File: config.mk
export PLATFORM = sky130hd
export DESIGN_NAME = ogn3_perm_ram
export DESIGN_NICKNAME = d
export VERILOG_FILES = /design/src/design/ogn3_pkg.sv /design/src/design/ogn3_perm_ram.sv
export SDC_FILE = /design/constraint.sdc
export NUM_CORES = 2
export LEC_CHECK = 0
export BUFFER_PORTS_ARGS = -buffer_cell sky130_fd_sc_hd__buf_2
export CORE_ASPECT_RATIO = 0.8
export CORE_MARGIN = 5
export CORE_UTILIZATION = 30
export CTS_CLUSTER_SIZE = 20
export DETAILED_ROUTE_END_ITERATION = 10
export PLACE_DENSITY_LB_ADDON = 0.25
export SYNTH_ARGS = -nofsm -noshare
export SYNTH_HDL_FRONTEND = slang
export SYNTH_SLANG_ARGS = --single-unit
File: constraint.sdc
create_clock -name clk -period 2.85 [get_ports clk]
set_clock_uncertainty 0.1 [all_clocks]
set_input_delay 0.4275 -clock clk [delete_from_list [all_inputs] [get_ports clk]]
set_output_delay 0.4275 -clock clk [all_outputs]
set_load 0.03 [all_outputs]
File: src/design/ogn3_pkg.sv
// ogn3_pkg: shared constants and codes for the octave gradient noise block
// no dependencies; imported by every module of the block
`timescale 1ns / 1ps

package ogn3_pkg;

    // input operation codes
    localparam logic OP_TABLE = 1'b0;
    localparam logic OP_EVAL  = 1'b1;

    // configuration register indexes
    localparam int            CFG_IDX_W   = 3;
    localparam int            CFG_W       = 17;
    localparam logic [CFG_IDX_W-1:0] CFG_OCTAVES = 3'd0;
    localparam logic [CFG_IDX_W-1:0] CFG_PERSIST = 3'd1;
    localparam logic [CFG_IDX_W-1:0] CFG_PERIOD  = 3'd2;
    localparam logic [CFG_IDX_W-1:0] CFG_WIDTH   = 3'd3;
    localparam logic [CFG_IDX_W-1:0] CFG_HEIGHT  = 3'd4;

    // permutation table
    localparam int TABLE_SIZE = 256;
    localparam int TAB_AW     = $clog2(TABLE_SIZE);
    localparam int TAB_DW     = 8;

    // field widths
    localparam int COORD_W = 24;
    localparam int FRAC_W  = 16;
    localparam int NOISE_W = 16;
    localparam int QUOT_W  = 17;

    // default for the top level parameter
    localparam int MAX_OCTAVES_DEF = 8;

endpackage

File: src/design/ogn3_perm_ram.sv
// ogn3_perm_ram: 256 x 8 permutation table, one port, registered read
// depends on ogn3_pkg
`timescale 1ns / 1ps

module ogn3_perm_ram
    import ogn3_pkg::*;
(
    input  logic              clk,
    input  logic              we,
    input  logic [TAB_AW-1:0] addr,
    input  logic [TAB_DW-1:0] wdata,
    output logic [TAB_DW-1:0] rdata
);

    logic [TAB_DW-1:0] mem [TABLE_SIZE];

    always_ff @(posedge clk)
    begin
        if (we)
        begin
            mem[addr] <= wdata;
        end
        rdata <= mem[addr];
    end

endmodule

==> run summary <==
The flow ran to the end, and the final reports show no timing, DRC or antenna violations. Setup violations remaining at the end of the flow were counted as 0. The logs give 0.0627 W for the overall power consumption and 0.86 ns for the clock latency reported for the late side of the worst-skew pair.

The most common library cell in the layout ignoring fill and taps is edfxtp_1. The share of the cycle needed by the critical path after routing works out to 95.7%. The largest single stage delay on the critical path is 0.77 ns. The number of H-tree levels is 4. Final sum of negative setup slack: 0 ns. The cell accounting for the most synthesized area is edfxtp_1. The logs give 23900 for the number of filler instances in the final layout and 15.6% for the total global-route track usage. Achievable frequency: 367 MHz.

The net count of the finished layout is 4274. Startpoint kind of the worst setup timing path: an input pin. The post-CTS clock slew at the launch and capture registers of the worst setup and hold paths was 0.06 ns.

After the first detailed-routing iteration, the DRC count stood at 4399. Average routed wire per standard cell: 27.4 um. The slowest cell on the critical path is o41ai_2. The detailed route wirelength on metal2 is 97.5 mm. The number of setup buffers added after CTS was 0. The family with the most delay on the worst path is compound AO/OA/AOI/OAI gates.

The tools report the hold violation total from the final report as 0. For the leakage power, the log shows 29.9 nW. Before antenna repair, the detailed router went through 5 iterations. The tools report the power dissipated by switching net loads as 0.0135 W. The worst pin sits at a relative slew slack of 38.6%. Dividing the synthesized area by the synthesized cell count gives 22.1 um2.

By instance count, the cell type seen most on the critical path is buf_4. The highest metal layer carrying signal wires in the routed design is met4. The number of clock sinks came out at 2056. In this run the count of I/O pins placed on the die edge is 26. The largest net degree at the start of global routing is 101. Worst-path maximum fanout: 8. The detailed route wirelength on metal3 is 13.6 mm.

The worst setup path is captured at a flop. For the pin with the worst max-slew slack, the measured transition is 0.921 ns. Number of clock buffers inserted by TritonCTS: 203. In this run the remaining antenna-violating nets after routing total 0. When the netlist entered floorplanning its net count stood at 3565. The number of global-route vias before repair was 40200.

The total global routing overflow was 0. The final route contains 39700 vias. The tools report the cell at the root of the clock tree as clkbuf_16.

The tools report the cell area after technology mapping as 0.0785 mm2. Data on the critical path arrives at its endpoint at 3.32 ns. In the post-route analysis, the smallest setup slack over all paths is 0.122 ns.

Combinational cells account for 5.5% of the total power. Setup repair after global routing left no endpoint under its margin. Cell internal power was estimated by the tool at 0.0492 W. The initial antenna violation count was 14; the met1 wire length was 101 mm. The highest ir drop seen on vdd was 0.000474 V. Traced cell by cell, the critical path runs through buf_8 -> buf_4 -> buf_4 -> mux4_2 -> a22oi_1 -> a21oi_1 -> o41ai_2 -> buf_4 -> nand4_1. The initialized floorplan defines 168 standard-cell rows. The top cell types in the final layout, fill and taps aside, are 2048 x edfxtp_1, 598 x buf_4, 512 x mux4_2, 256 x a22oi_1, 231 x nor2_1.

After synthesis, the cell types taking the most area are edfxtp_1 78%, mux4_2 15%, a22oi_1 2.4%. After detailed routing, the number of remaining DRC violations is 0. Buffers placed on the I/O ports in this run total 25. The first-pass GRT wire length was 306 mm. Maximum clock path buffer count: 4. For the area after detailed placement, the log shows 0.0887 mm2. The proportion of total power due to net switching was 21.5%; the total number of cells along the worst setup path was 9.

At the placement stage, the worst setup path has a slack of -1.12 ns. Using the TritonRoute via totals, the vias-per-cell ratio works out to 5.04. In this run the vertical extent of the chip is 468 um. After technology mapping, the gate count stands at 3547. In this run the power density over the cells is 660 mW/mm2. Per report_power, the clock group accounts for 41.3% of the total. The core region is 0.261 mm2. Die area: 0.272 mm2. For the number of pins with negative max-slew slack in the final report, the log shows 0.

The congestion estimate from routability-driven global placement came to 0.781. The post-layout minimum cycle time was 2.73 ns. TritonCTS built the clock tree. The number of buffers and inverters on the critical path is 4.

The number of cells on the worst hold path is 1, and the data required time of the critical path is 3.44 ns. From left edge to right edge, the die measures 582 um. For the worst flop-to-flop path, the logic depth is 7. The number of maximum-capacitance constraint violations was 0; the count of warnings emitted by yosys was 0. Summing all non-filler instances in the final layout gives an area of 0.0950 mm2. The worst setup path is of the input pin to flop kind. The top cell type by area accounts for 78.3% of the synthesized area. The routed design has 216 mm of wire. From synthesis to final layout, the design area changed by 21.0%. Synthesis instantiated 22 different standard cells from the library.

Proportion of power drawn by flip-flops and latches: 53.3%. The initial utilization of the core area, before any placement, comes to 30.0%. Synthesis inferred 2056 register bits.

Summed over all nets, the half-perimeter wirelength after detailed placement is 139 mm. The run gives 78.6% as the share of synthesized area occupied by flip-flops and latches. The worst hold-check path type is input pin to flop. The share of cells above drive strength 1 works out to 34.7%.
worst paths after layout:
| check | from | to | slack (ns) |
|---|---|---|---|
| hold reg to reg | mem[96][5]$_DFFE_PP_ | rdata[5]$_DFF_P_ | 0.88 |
| hold / removal | wdata[1] | mem[162][1]$_DFFE_PP_ | 0.08 |
| setup / recovery | addr[0] | rdata[6]$_DFF_P_ | 0.12 |
| setup reg to reg | mem[42][7]$_DFFE_PP_ | rdata[7]$_DFF_P_ | 0.15 |
per-stage QoR:
step,hold slack [ns],utilization (%),std cells
global route,0.0715,36.4,7885
finish,0.0850,36.4,7886
detailed placement,0.718,33.9,7529
floorplan,0.426,-,3547
global placement,0.718,33.9,7529
CTS,0.0731,36.4,7885
per-layer routing:
metal	GRT usage, %	vias to the layer above
met2	23.6	1323
li1	-	16500
met3	2.27	253
met5	0	-
met1	24.0	21700
met4	2.83	0
what timing repair did:
action                     CTS  global route
gates resized for setup      5             0
hold endpoints to repair   344             0
setup endpoints to repair    4             0
hold buffers                 7             0
logic make-up (layout without fill, tap and decap cells):
group	count (synthesis)	in the layout	share of synthesized area, %
DFF	2056	2056	78.6
muxes	512	512	14.7
AOI/OAI and AO/OA	416	416	3.62
and+or+nand+nor	330	330	1.73
buffers and inverters	233	1086	1.40
other	0	1	0
area by class of cell:
cell class                      count  area [um2]  area share [%]
Sequential cell                  2056       61700            64.9
Multi-Input combinational cell   1258       15900            16.7
Clock buffer                      246        5340            5.62
Antenna cell                        1        2.50         0.00263
Timing Repair Buffer              736        6910            7.27
Tap cell                         3485        4360            4.59
Clock inverter                    103         871           0.917
Inverter                            1        3.75         0.00395
sequential cells by signal, indices dropped and copies added (netlist names):
| name | count |
|---|---|
| mem | 2048 |
| rdata | 8 |
cell usage after synthesis:
| cell | count |
|---|---|
| o41ai_1 | 32 |
| nand2_1 | 28 |
| and2_1 | 3 |
| a22oi_1 | 256 |
| buf_6 | 16 |
| nand4_1 | 8 |
| inv_1 | 1 |
| a21oi_1 | 128 |
| nor2_1 | 232 |
| clkbuf_1 | 145 |
| buf_4 | 16 |
| nor3_1 | 30 |
| or3_1 | 1 |
| dfxtp_1 | 8 |
| or2_2 | 2 |
| nor2b_1 | 7 |
| edfxtp_1 | 2048 |
| nand3_1 | 13 |
| mux4_2 | 512 |
| nand2b_1 | 6 |
| buf_1 | 19 |
| buf_2 | 36 |
power groups by stage:
stage                     sequential [W]  clock [W]  combinational [W]
after floorplan                   0.0340          0            0.00148
after global placement            0.0340          0            0.00346
after detailed placement          0.0340          0            0.00348
after CTS                         0.0334     0.0265            0.00350
after global routing              0.0333     0.0278            0.00364
final                             0.0334     0.0259            0.00343
worst register-to-register path: cells and delay by family (launching register included):
family | cells | cell delay [ns]
and+or+nand+nor | 1 | 0.09
AOI/OAI and AO/OA | 3 | 1.16
buffers and inverters | 2 | 0.43
DFF | 1 | 0.36
muxes | 1 | 0.46
Note: power is estimated with default switching activity, not from simulation.
