## config.mk

```make
export PLATFORM = sky130hd
export DESIGN_NAME = ogn3_div
export DESIGN_NICKNAME = d
export VERILOG_FILES = /design/src/design/ogn3_pkg.sv /design/src/design/ogn3_div.sv
export SDC_FILE = /design/constraint.sdc
export NUM_CORES = 1
export LEC_CHECK = 0
export BUFFER_PORTS_ARGS = -buffer_cell sky130_fd_sc_hd__buf_2
export CORE_AREA = 5 5 130 132
export CTS_BUF_LIST = sky130_fd_sc_hd__clkbuf_4 sky130_fd_sc_hd__clkbuf_8 sky130_fd_sc_hd__clkbuf_16
export DETAILED_ROUTE_END_ITERATION = 10
export DIE_AREA = 0 0 135 137
export PLACE_DENSITY = 0.69
export SYNTH_ARGS = -nofsm -noshare
export SYNTH_HDL_FRONTEND = slang
export SYNTH_SLANG_ARGS = --single-unit
```

## constraint.sdc

```tcl
create_clock -name clk -period 11.9 [get_ports clk]
set_clock_uncertainty 0.15 [all_clocks]
set_input_delay 2.38 -clock clk [delete_from_list [all_inputs] [get_ports clk]]
set_output_delay 2.38 -clock clk [all_outputs]
set_load 0.01 [all_outputs]
```

## src/design/ogn3_pkg.sv

```systemverilog
// ogn3_pkg: shared constants and codes for the octave gradient noise block
// no dependencies; imported by every module of the block
`timescale 1ns / 1ps

package ogn3_pkg;

    // input operation codes
    localparam logic OP_TABLE = 1'b0;
    localparam logic OP_EVAL  = 1'b1;

    // configuration register indexes
    localparam int            CFG_IDX_W   = 3;
    localparam int            CFG_W       = 17;
    localparam logic [CFG_IDX_W-1:0] CFG_OCTAVES = 3'd0;
    localparam logic [CFG_IDX_W-1:0] CFG_PERSIST = 3'd1;
    localparam logic [CFG_IDX_W-1:0] CFG_PERIOD  = 3'd2;
    localparam logic [CFG_IDX_W-1:0] CFG_WIDTH   = 3'd3;
    localparam logic [CFG_IDX_W-1:0] CFG_HEIGHT  = 3'd4;

    // permutation table
    localparam int TABLE_SIZE = 256;
    localparam int TAB_AW     = $clog2(TABLE_SIZE);
    localparam int TAB_DW     = 8;

    // field widths
    localparam int COORD_W = 24;
    localparam int FRAC_W  = 16;
    localparam int NOISE_W = 16;
    localparam int QUOT_W  = 17;

    // default for the top level parameter
    localparam int MAX_OCTAVES_DEF = 8;

endpackage

```

## src/design/ogn3_div.sv

```systemverilog
// ogn3_div: restoring divider, one quotient bit per cycle
// depends on ogn3_pkg
`timescale 1ns / 1ps

module ogn3_div
    import ogn3_pkg::*;
#(
    parameter int NUM_W = 48,
    parameter int DEN_W = 31
)
(
    input  logic              clk,
    input  logic              rst_n,
    input  logic              start,
    input  logic [NUM_W-1:0]  numer,
    input  logic [DEN_W-1:0]  denom,
    output logic              done,
    output logic [QUOT_W-1:0] quot
);

    localparam int CNT_W = $clog2(QUOT_W + 1);

    logic [CNT_W-1:0]  cnt_reg;
    logic              busy_reg;
    logic              done_reg;
    logic [NUM_W-1:0]  rem_reg;
    logic [NUM_W-1:0]  dsh_reg;
    logic [QUOT_W-1:0] quot_reg;
    logic              fit;

    assign fit = rem_reg >= dsh_reg;

    always_ff @(posedge clk or negedge rst_n)
    begin
        if (!rst_n)
        begin
            cnt_reg  <= '0;
            busy_reg <= 1'b0;
            done_reg <= 1'b0;
        end
        else
        begin
            done_reg <= 1'b0;
            if (start)
            begin
                cnt_reg  <= CNT_W'(QUOT_W);
                busy_reg <= 1'b1;
            end
            else if (busy_reg)
            begin
                cnt_reg <= cnt_reg - 1'b1;
                if (cnt_reg == CNT_W'(1))
                begin
                    busy_reg <= 1'b0;
                    done_reg <= 1'b1;
                end
            end
        end
    end

    always_ff @(posedge clk)
    begin
        if (start)
        begin
            rem_reg  <= numer;
            dsh_reg  <= NUM_W'(denom) << (QUOT_W - 1);
            quot_reg <= '0;
        end
        else if (busy_reg)
        begin
            if (fit)
            begin
                rem_reg <= rem_reg - dsh_reg;
            end
            quot_reg <= {quot_reg[QUOT_W-2:0], fit};
            dsh_reg  <= dsh_reg >> 1;
        end
    end

    assign done = done_reg;
    assign quot = quot_reg;

endmodule

```

==> run_results.csv <==
group,metric,value,unit
floorplan,coreArea,15600,µm²
place,gp_congestion,0.825,
clocking,cts_setup_buffers,0,
clocking,cts_buffers,17,
clocking,cts.htree.levels,4,
power,powerDensity,288,nW/µm²
global_routing,overflow,0,
floorplan,die_x,135,µm
outcome,status,"completed",
floorplan,initial_core_util,48.5,%
global_routing,grt_first_pass_wirelength,28600,µm
final_layout,n_antenna_cell,0,
route,drt_iter0_drc,362,
route,routed_wl,17200,µm
timing,fmax,219,MHz
final_layout,final_cell_mix,"144 x nand2_1, 98 x buf_2, 86 x o21ai_0, 79 x edfxtp_1, 62 x nor2_1",
timing,fin_tns_setup,0,ps
global_routing,grt_max_degree,74,
flow_run,cap_violations,0,
timing,hold_viol_final,0,
synthesis,seq_area_frac_synth,42.4,%
synthesis,synth-main-ff-cell,"edfxtp_1",
synthesis,synth_edf_count,79,
route,ant_nets,0,
critical_path,cpPeakStageDelay,610,ps
global_routing,grt_pass1_vias,5963,
clocking,cts.sinks,119,
final_layout,largest_reg_flops,48,
critical_path,crit_chain,"buf_4, buf_4, buf_4, nor2b_1, a21oi_1, o21ai_0, a311oi_1",
floorplan,die_h,137,µm
route,dr.pass1.iters,5,
critical_path,worstSetupEndpointType,"flip-flop",
synthesis,syn_area,7570,µm²
place,io_buffers,99,
final_layout,layoutNonFillerInstCount,1161,
final_layout,final_layout_size_suffix_gt1_share,15.7,%
clocking,post_cts_resized,0,
timing,setup_viol,0,
final_layout,nNetsFinal,1064,
final_layout,synthToLayoutAreaGrowth,16.4,%
global_routing,grt_usage,19.3,%
floorplan,ios,100,
power,p_leak,4.09,nW
power,max-vdd-ir-drop,0.143,mV
route,num_vias,6066,
timing,finalCriticalPeriod,4560,ps
critical_path,start_kind,"input port",
synthesis,ys_types,59,
critical_path,path_class,"input port to flip-flop",
route,viasPerCell,5.22,
place,dp_cells,1129,
synthesis,postSynthCellCount,846,
critical_path,cp_max_fo,71,
critical_path,arrival,4650,ps
timing,slew_viol_final,0,
clocking,cts_root_buf,"clkbuf_16",
clocking,cts-hold-fix-buffers,0,
global_routing,grtUsageMet1,27.2,%
synthesis,syn-num-nets,978,
synthesis,synth_seq_cells,119,
clocking,cts_tree,"built",
critical_path,required,11990,ps
clocking,clockBufferDepth,2,
clocking,insertion_delay,430,ps
power,p_total,2.54,mW
timing,rsz0062_at_grt,"no",
global_routing,busiest_layer,"met2",
synthesis,ys_warn_count,0,
clocking,clkTransAtPathRegs,60,ps
synthesis,avgSynthCellArea,8.95,µm²
timing,worst_pin_slew,975,ps
timing,relSlewSlack,35.0,%
global_routing,met2_usage,29.0,%
timing,layout_worst_path_cycle_share,38.3,%
place,dp_hpwl,12200,µm
final_layout,layout_commonest_cell,"nand2_1",
global_routing,antenna_found_initial,0,
synthesis,async_reset_ff_share,5.88,%
floorplan,rows,46,
critical_path,cp_slowest_cell,"buf_4",
critical_path,cpMostUsedCell,"buf_4",
critical_path,r2r_setup_slack,7550,ps
min_path,hold_path_class,"flip-flop to flip-flop",
floorplan,fp.dieArea,18500,µm²
route,post-route-drc-count,0,
global_routing,met3_usage,4.71,%
route,wl_per_cell,14.8,µm
[synthesized netlist by cell type, types with 3 or more instances]
| cell | n | area share, % |
|---|---|---|
| mux2i_1 | 32 | 4.2 |
| edfxtp_1 | 79 | 31 |
| ha_1 | 49 | 8.1 |
| nand4_1 | 9 | 0.74 |
| nor3b_1 | 5 | 0.50 |
| xor2_1 | 20 | 2.3 |
| nand2b_1 | 4 | 0.33 |
| dfrtp_1 | 7 | 2.3 |
| o41ai_1 | 3 | 0.35 |
| nand3_1 | 9 | 0.60 |
| nor2_1 | 62 | 3.1 |
| nand2_1 | 144 | 7.1 |
| and3_1 | 5 | 0.41 |
| and2_1 | 4 | 0.33 |
| a21oi_1 | 38 | 2.5 |
| a31oi_1 | 6 | 0.50 |
| a211oi_1 | 5 | 0.50 |
| or2_2 | 3 | 0.25 |
| dfxtp_1 | 33 | 8.7 |
| buf_1 | 5 | 0.25 |
| clkbuf_1 | 31 | 1.5 |
| o21ai_0 | 87 | 5.8 |
| a211o_1 | 3 | 0.35 |
| o211ai_1 | 3 | 0.30 |
| o21a_1 | 8 | 0.79 |
| o31ai_1 | 6 | 0.60 |
| nor4_1 | 3 | 0.25 |
| xnor2_1 | 25 | 2.9 |
| a41oi_1 | 3 | 0.35 |
| nor3_1 | 12 | 0.79 |
| nor2b_1 | 5 | 0.41 |
| inv_1 | 61 | 3.0 |
| o21bai_1 | 11 | 1.1 |
| a21o_1 | 35 | 3.5 |
[per-stage QoR]
stage	hold WS, ps	setup slack (ps)	util, %	area, µm²
after floorplan	315	5610	-	7570
after global placement	328	6960	52.9	8240
after detailed placement	329	6910	52.9	8240
after CTS	347	7340	56.5	8810
after global routing	390	7130	56.5	8810
final	344	7340	56.5	8810
[power breakdown]
| group | internal [mW] | total, mW | leakage (nW) | switching (mW) |
|---|---|---|---|---|
| Clock | 0.283 | 0.490 | 0.276 | 0.207 |
| Sequential | 0.630 | 0.689 | 1.20 | 0.0580 |
| Combinational | 0.575 | 1.36 | 2.62 | 0.789 |
| Total | 1.49 | 2.54 | 4.09 | 1.05 |
[critical path: cells and delay by family]
kind | cells | cell delay (ps)
AND/OR/NAND/NOR | 1 | 140
buffers and inverters | 3 | 1590
AO/OA/AOI/OAI | 3 | 490
[logic make-up after synthesis]
| group | count (synthesis) | synth area share [%] |
|---|---|---|
| AND/OR/NAND/NOR | 270 | 15.4 |
| flip-flops | 119 | 42.4 |
| adder cells (fa/ha/maj) | 50 | 8.37 |
| XOR/XNOR | 45 | 5.21 |
| buffers and inverters | 97 | 4.81 |
| AO/OA/AOI/OAI | 231 | 19.3 |
| multiplexers | 34 | 4.53 |
[worst paths after layout]
check | start | end | cells past startpoint
worst max-delay path | start | rem_reg[44] | 7
worst min-delay path | quot[16] | quot[16] | 2
worst max register to register | rem_reg[0] | rem_reg[32] | 14
worst min register to register | quot[16] | quot[16] | 2
max in group asynchronous | rst_n | busy_reg | 1
min in group asynchronous | rst_n | done | 1
[routing by layer]
metal,part of all wire [%],up-vias
met5,0,-
met4,2.2,0
met3,3.8,26
met2,43,107
met1,51,2748
li1,-,3185
[cell type report]
class / instances / area, µm²
multi-input cells: 630 / 4010
clock inverters: 14 / 118
well taps: 216 / 270
inverters: 61 / 229
clock buffers: 18 / 450
fillers: 1472 / 6790
flip-flops and latches: 119 / 3210
repair buffers: 103 / 528
Note: power is estimated with default switching activity, not from simulation.
